[src/design/q2e_pkg.sv]
package q2e_pkg;

	// Width of product sums in Q.30 (1.0 = 2^30); magnitudes stay below 2^33
	localparam int PW = 36;
	// Width of the CORDIC x/y datapath; gain 1.65 on a 2^33 vector stays below 2^35
	localparam int CW = 37;
	// Width of the square root radicand and partial root
	localparam int RW = 62;
	// One root bit per cell: the root of a value up to 2^60 has 31 bits
	localparam int SQ_CELLS = 31;

	localparam logic signed [PW-1:0] ONE_Q30 = PW'(64'sd1 << 30);

	// atan(2^-i) in 32-bit binary angle units (2^32 = 2 pi)
	localparam logic [31:0] ATAN_TAB [32] = '{
		32'h20000000, 32'h12E4051E, 32'h09FB385B, 32'h051111D4,
		32'h028B0D43, 32'h0145D7E1, 32'h00A2F61E, 32'h00517C55,
		32'h0028BE53, 32'h00145F2F, 32'h000A2F98, 32'h000517CC,
		32'h00028BE6, 32'h000145F3, 32'h0000A2FA, 32'h0000517D,
		32'h000028BE, 32'h0000145F, 32'h00000A30, 32'h00000518,
		32'h0000028C, 32'h00000146, 32'h000000A3, 32'h00000051,
		32'h00000029, 32'h00000014, 32'h0000000A, 32'h00000005,
		32'h00000003, 32'h00000001, 32'h00000001, 32'h00000000
	};

	typedef struct packed {
		logic                 zero;
		logic signed [CW-1:0] x;
		logic signed [CW-1:0] y;
		logic [31:0]          acc;
	} cord_t;

	typedef struct packed {
		logic                 sat;
		logic signed [PW-1:0] ry;
		logic signed [PW-1:0] rx;
		logic signed [PW-1:0] py;
		logic signed [PW-1:0] yy;
		logic signed [PW-1:0] yx;
	} side_t;

	// Zero test and pre-rotation by pi for a vector in the left half plane
	function automatic cord_t cord_entry(logic signed [PW-1:0] y, logic signed [PW-1:0] x);
		cord_t c;
		c.zero = (x == '0) && (y == '0);
		c.x    = CW'(x);
		c.y    = CW'(y);
		c.acc  = '0;
		if (x < 0) begin
			c.x   = -CW'(x);
			c.y   = -CW'(y);
			c.acc = 32'h80000000;
		end
		return c;
	endfunction

	// Round a 32-bit binary angle to 16 bits; a zero vector gives angle 0
	function automatic logic [15:0] angle_out(cord_t c);
		logic [31:0] r;
		r = c.acc + 32'h00008000;
		return c.zero ? 16'h0000 : r[31:16];
	endfunction

endpackage

[src/design/q2e_sqrt_cell.sv]
module q2e_sqrt_cell
	import q2e_pkg::*;
#(
	parameter int J = 0
) (
	input  logic          clk,
	input  logic [RW-1:0] n_in,
	input  logic [RW-1:0] r_in,
	output logic [RW-1:0] n_out,
	output logic [RW-1:0] r_out
);

	localparam logic [RW-1:0] BIT = RW'(1) << (60 - 2*J);

	logic [RW-1:0] trial;

	assign trial = r_in + BIT;

	// settle one root bit: subtract the trial value when it fits
	always_ff @(posedge clk) begin
		if (n_in >= trial) begin
			n_out <= n_in - trial;
			r_out <= (r_in >> 1) + BIT;
		end else begin
			n_out <= n_in;
			r_out <= r_in >> 1;
		end
	end

endmodule

[config.mk]
export PLATFORM = sky130hd
export DESIGN_NAME = q2e_sqrt_cell
export DESIGN_NICKNAME = d
export VERILOG_FILES = /design/src/design/q2e_pkg.sv /design/src/design/q2e_sqrt_cell.sv
export SDC_FILE = /design/constraint.sdc
export NUM_CORES = 1
export LEC_CHECK = 0
export BUFFER_PORTS_ARGS = -buffer_cell sky130_fd_sc_hd__buf_2
export CORE_UTILIZATION = 25
export CTS_CLUSTER_SIZE = 10
export DETAILED_ROUTE_END_ITERATION = 7
export PLACE_DENSITY = 0.46
export SYNTH_ARGS = -nofsm -noshare
export SYNTH_HDL_FRONTEND = slang
export SYNTH_SLANG_ARGS = --single-unit
[constraint.sdc]
create_clock -name clk -period 2.91 [get_ports clk]
set_input_delay 0 -clock clk [delete_from_list [all_inputs] [get_ports clk]]
set_output_delay 0 -clock clk [all_outputs]
set_load 0.05 [all_outputs]
# Word-level counts from Yosys, hierarchy flattened
# Index checks and enable logic that the tools add are counted.
classes:
  mux: 2
  n_lt_le_gt_ge: 1
  add_sub_neg: 3
ops:
  columns: ["cell", "n"]
  rows:
  - ["61-bit by 61-bit adder with 62-bit output, second input constant", 1]
  - ["62-bit by 61-bit adder with 62-bit output, second input constant", 1]
  - ["62-bit >= comparator", 1]
  - ["62-bit two-way mux", 1]
  - ["62-bit subtractor", 1]
  - ["61-bit two-way mux", 1]
word_totals:
  register_bits: 124
  elab_cells: 9
  out_inout_bits: 124

# Logic depth before layout (Yosys ltp)
depth:
  ltp_word: 3
  depth_mapped: 16

# Worst setup path before layout
# Ideal clock, no wire load.
synth_path:
  path_kind: "input to register"
  from: "input port n_in[0]"
  to: "register n_out[48]"
  n_path_buf: 2
  arrival_time_ns: 2.574
  slack_ns: 0.213
  setup_time_ns: 0.123
  required_time_ns: 2.787
  stages: 15
  path_cell_list: "inv_1 > ha_1 > inv_1 > fa_1 > a211oi_1 > o21ai_1 > o2111ai_1 > a21o_2 > o21ai_4 > a31oi_4 > a21oi_2 > o21a_1 > buf_4 > buf_6 > mux2_1"
synth_between:
  elab_chain_len: 2
synth_lines:
  columns: ["item", "line", "text"]
  rows:
  - ["start: declaration", "q2e_sqrt_cell.sv:7", "input logic [RW-1:0] n_in,"]
  - ["62-bit subtractor or 62-bit >= comparator (tied branches)", "q2e_sqrt_cell.sv:22, q2e_sqrt_cell.sv:21", null]
  - ["62-bit two-way mux *", "q2e_sqrt_cell.sv:21", "if (n_in >= trial) begin"]
  - ["end signal: assignment", "q2e_sqrt_cell.sv:22", "n_out <= n_in - trial;"]
  - ["end signal: assignment", "q2e_sqrt_cell.sv:25", "n_out <= n_in;"]
  - ["end: declaration", "q2e_sqrt_cell.sv:9", "output logic [RW-1:0] n_out,"]
# Mark *: on every way between the ends. The rest lies on a longest branch, timed or not.
# A chain may end at the register's enable or synchronous reset.

# Final worst setup path
layout_path:
  from: "input port n_in[48]"
  to: "register n_out[61]"
# The elaborated chain is that of the path after synthesis.

==> metrics <==
portion of total power attributed to combinational logic=0.393; Mapped Cells=879; Longest Clk Path Bufs=2; area used by multi-input combinational logic=4320 µm²; cell leakage power=5.60 nW; number of search-and-repair iterations in the first detailed-routing pass=5; routed vias/inst=4.51; Clock power frac=0.325; share of post-route cells with drive strength above 1=0.302; status=complete, no violations; FMAX=360 MHz; via count of the first global-routing pass=7635; Worst slew margin=0.678; Cell Count Post-Placement=1559; Layout Cell Area excl Fill=11500 µm²; fin crit share=0.955; Int Power=4.31 mW; aggregate negative setup slack=0 ns; number of hold-slack violations in the final timing report=0; Seq pwr share=0.282; ordered list of cells on the worst path=dlygate4sd3_1, buf_2, ha_1, buf_4, a21o_1, a21oi_1, o211ai_1, o31ai_1, a21oi_2, buf_4, or3b_2, a21oi_1, o21ai_0; clock root cell=sky130_fd_sc_hd__clkbuf_16; global-route congestion overflow total=0; post-synthesis instance area=7210 µm²; area grow syn2layout=58.9%; CP bufs+invs=4; Final Non-Filler Cells=1722; Syn Area/Cell=8.20 µm²; CP Capture Type=flip-flop; Reg clk slew, reported paths=0.07 ns; family with the most delay on the worst path=compound AO/OA/AOI/OAI gates; least setup slack across all paths after layout=0.132 ns; H-tree lvl count=4; final setup violation count=0; number of routed nets with antenna violations=0; final hold slack=0.127 ns; DRC viols=0; P_sw=2.68 mW; cell taking the most area after synthesis=sky130_fd_sc_hd__dfxtp_1; path type of the worst min-delay path=in2reg; wire length of the first global-routing pass=39.1 mm; worst vdd ir=0.000291 V; type of origin of the critical path=input pin; CP required=3.23 ns; number of CTS-inserted buffers=17; number of antenna violations at the first check in global routing=2; Synth top cells by count=124 x sky130_fd_sc_hd__dfxtp_1, 117 x sky130_fd_sc_hd__a21oi_1, 83 x sky130_fd_sc_hd__inv_1, 72 x sky130_fd_sc_hd__nor2_1; Die ar.=29500 µm²; sequential element share of the synthesized area=0.344; utilization of the core after routing=0.408; number of violations reported at the end of detailed-routing iteration 0=363; leading register cell type out of synthesis=sky130_fd_sc_hd__dfxtp_1; initial cell density of the core=0.257; CTS tree=yes; total of max-cap violations=0; number of input and output port buffers inserted=248; total power=6.99 mW; final critical delay including setup and external delays=2.78 ns; detailed placement HPWL=19.9 mm; worst setup path category=in2reg; number of pins with negative max-slew slack in the final report=0; most numerous cell in the Yosys netlist=sky130_fd_sc_hd__dfxtp_1; crit path max fanout=6; CP max stage delay=0.55 ns; overall fraction of global-route tracks in use=0.173; hold path depth=4; net switching share of the total power=0.383; Post-Place Worst Slack=-0.219 ns; Clock Sink Count=124; core area=28100 µm²; Post-Route WL=26.4 mm; top cells by area, synth=sky130_fd_sc_hd__dfxtp_1 34%, sky130_fd_sc_hd__ha_1 11%, sky130_fd_sc_hd__a21oi_1 8.1%; count of cell instances traversed by the critical path=13; Die Height=172 µm; fraction of registers with async set or reset after synthesis=0; transition time at the pin with the least slew margin=0.480 ns; final routed wire length divided by cell count=15.3 µm; flip-flop and latch count after synthesis=124; number of synthesis warnings=0; NumNets Final=1519; global placement routability congestion=0.863; number of placed I/O pins=249; Distinct cells, synth=69; EDFF count, synth=0; Net Count, Synth=1067; number of filler instances in the final layout=2995; cell row count=61; register area=2480 µm²; cell with the biggest individual delay on the critical path=sky130_fd_sc_hd__dlygate4sd3_1; dpl cell area=9440 µm²; total power density per cell area=610 nW/µm²; via count=7768; maximum number of pins on one net before global-route repair=46; top-area cell type share of the netlist area=0.344; Worst Path Arrival=3.10 ns; floorplan die width=172 µm
-- routing by layer --
| layer | vias up | GRT usage | part of all wire |
|---|---|---|---|
| li1 | 4010 | - | - |
| met1 | 3547 | 0.223 | 0.47 |
| met2 | 187 | 0.280 | 0.47 |
| met3 | 24 | 0.0405 | 0.049 |
| met4 | 0 | 0.0589 | 0.016 |
| met5 | - | 0 | 0 |
-- logic make-up (layout without fill, tap and decap cells) --
group / after synthesis / count (layout) / share of synthesized area
muxes: 6 / 6 / 0.00955
AOI/OAI and AO/OA: 287 / 289 / 0.250
buffers and inverters: 119 / 581 / 0.0700
and+or+nand+nor: 225 / 225 / 0.149
adders and majority gates: 63 / 63 / 0.110
DFF: 124 / 124 / 0.344
xor gates and xnor gates: 55 / 55 / 0.0668
other: 0 / 1 / 0
-- path summary, 6_finish.rpt --
kind | start | end | slack, ns
min | n_in[8] | n_out[8]$_DFF_P_ | 0.13
max | n_in[48] | n_out[61]$_DFF_P_ | 0.13
-- placed cells by master, fill, tap and decap left out, drive strengths merged, types with 4 or more instances in the layout --
cell         instances
o31ai                7
xor2                24
clkbuf              19
ha                  62
nand3               15
a21o                43
and2                 6
dlygate4sd3        125
and4                 4
xnor2               31
o21a                 8
a211oi               4
nor2                73
a21oi              120
o21ai               48
dfxtp              124
a31o                 4
buf                342
inv                 83
mux2                 4
a31oi               12
nand2               63
clkinvlp             5
nor3                15
nand4               18
bufinv               4
and3                 8
nand2b               9
o211ai              14
o21bai               8
-- cell type report --
| class | count | area share |
|---|---|---|
| clock buffers | 19 | 0.0378 |
| inverters | 83 | 0.0272 |
| well taps | 378 | 0.0413 |
| repair buffers | 467 | 0.284 |
| clock inverters | 12 | 0.0151 |
| multi-input cells | 638 | 0.378 |
| diodes | 1 | 0.000218 |
| flip-flops and latches | 124 | 0.217 |
-- flip-flops by register name, summed over array words and instances, names as in the netlist --
signal	flops
n_out	62
r_out	62
-- power groups by stage --
stage | sequential, mW | clock [mW] | combinational [mW]
after floorplan | 2.80 | 0 | 0.968
after global placement | 2.02 | 0 | 2.53
after detailed placement | 2.01 | 0 | 2.54
after CTS | 1.97 | 2.34 | 2.68
after global routing | 1.99 | 2.40 | 2.96
final | 1.97 | 2.27 | 2.74
-- repair_timing --
action	4_1_cts	5_1_grt
hold endpoints to repair	124	0
buffers inserted	0	4
endpoints found under the setup margin	0	63
hold buffers	125	0
gates resized for setup	0	15
Note: power is estimated with default switching activity, not from simulation.
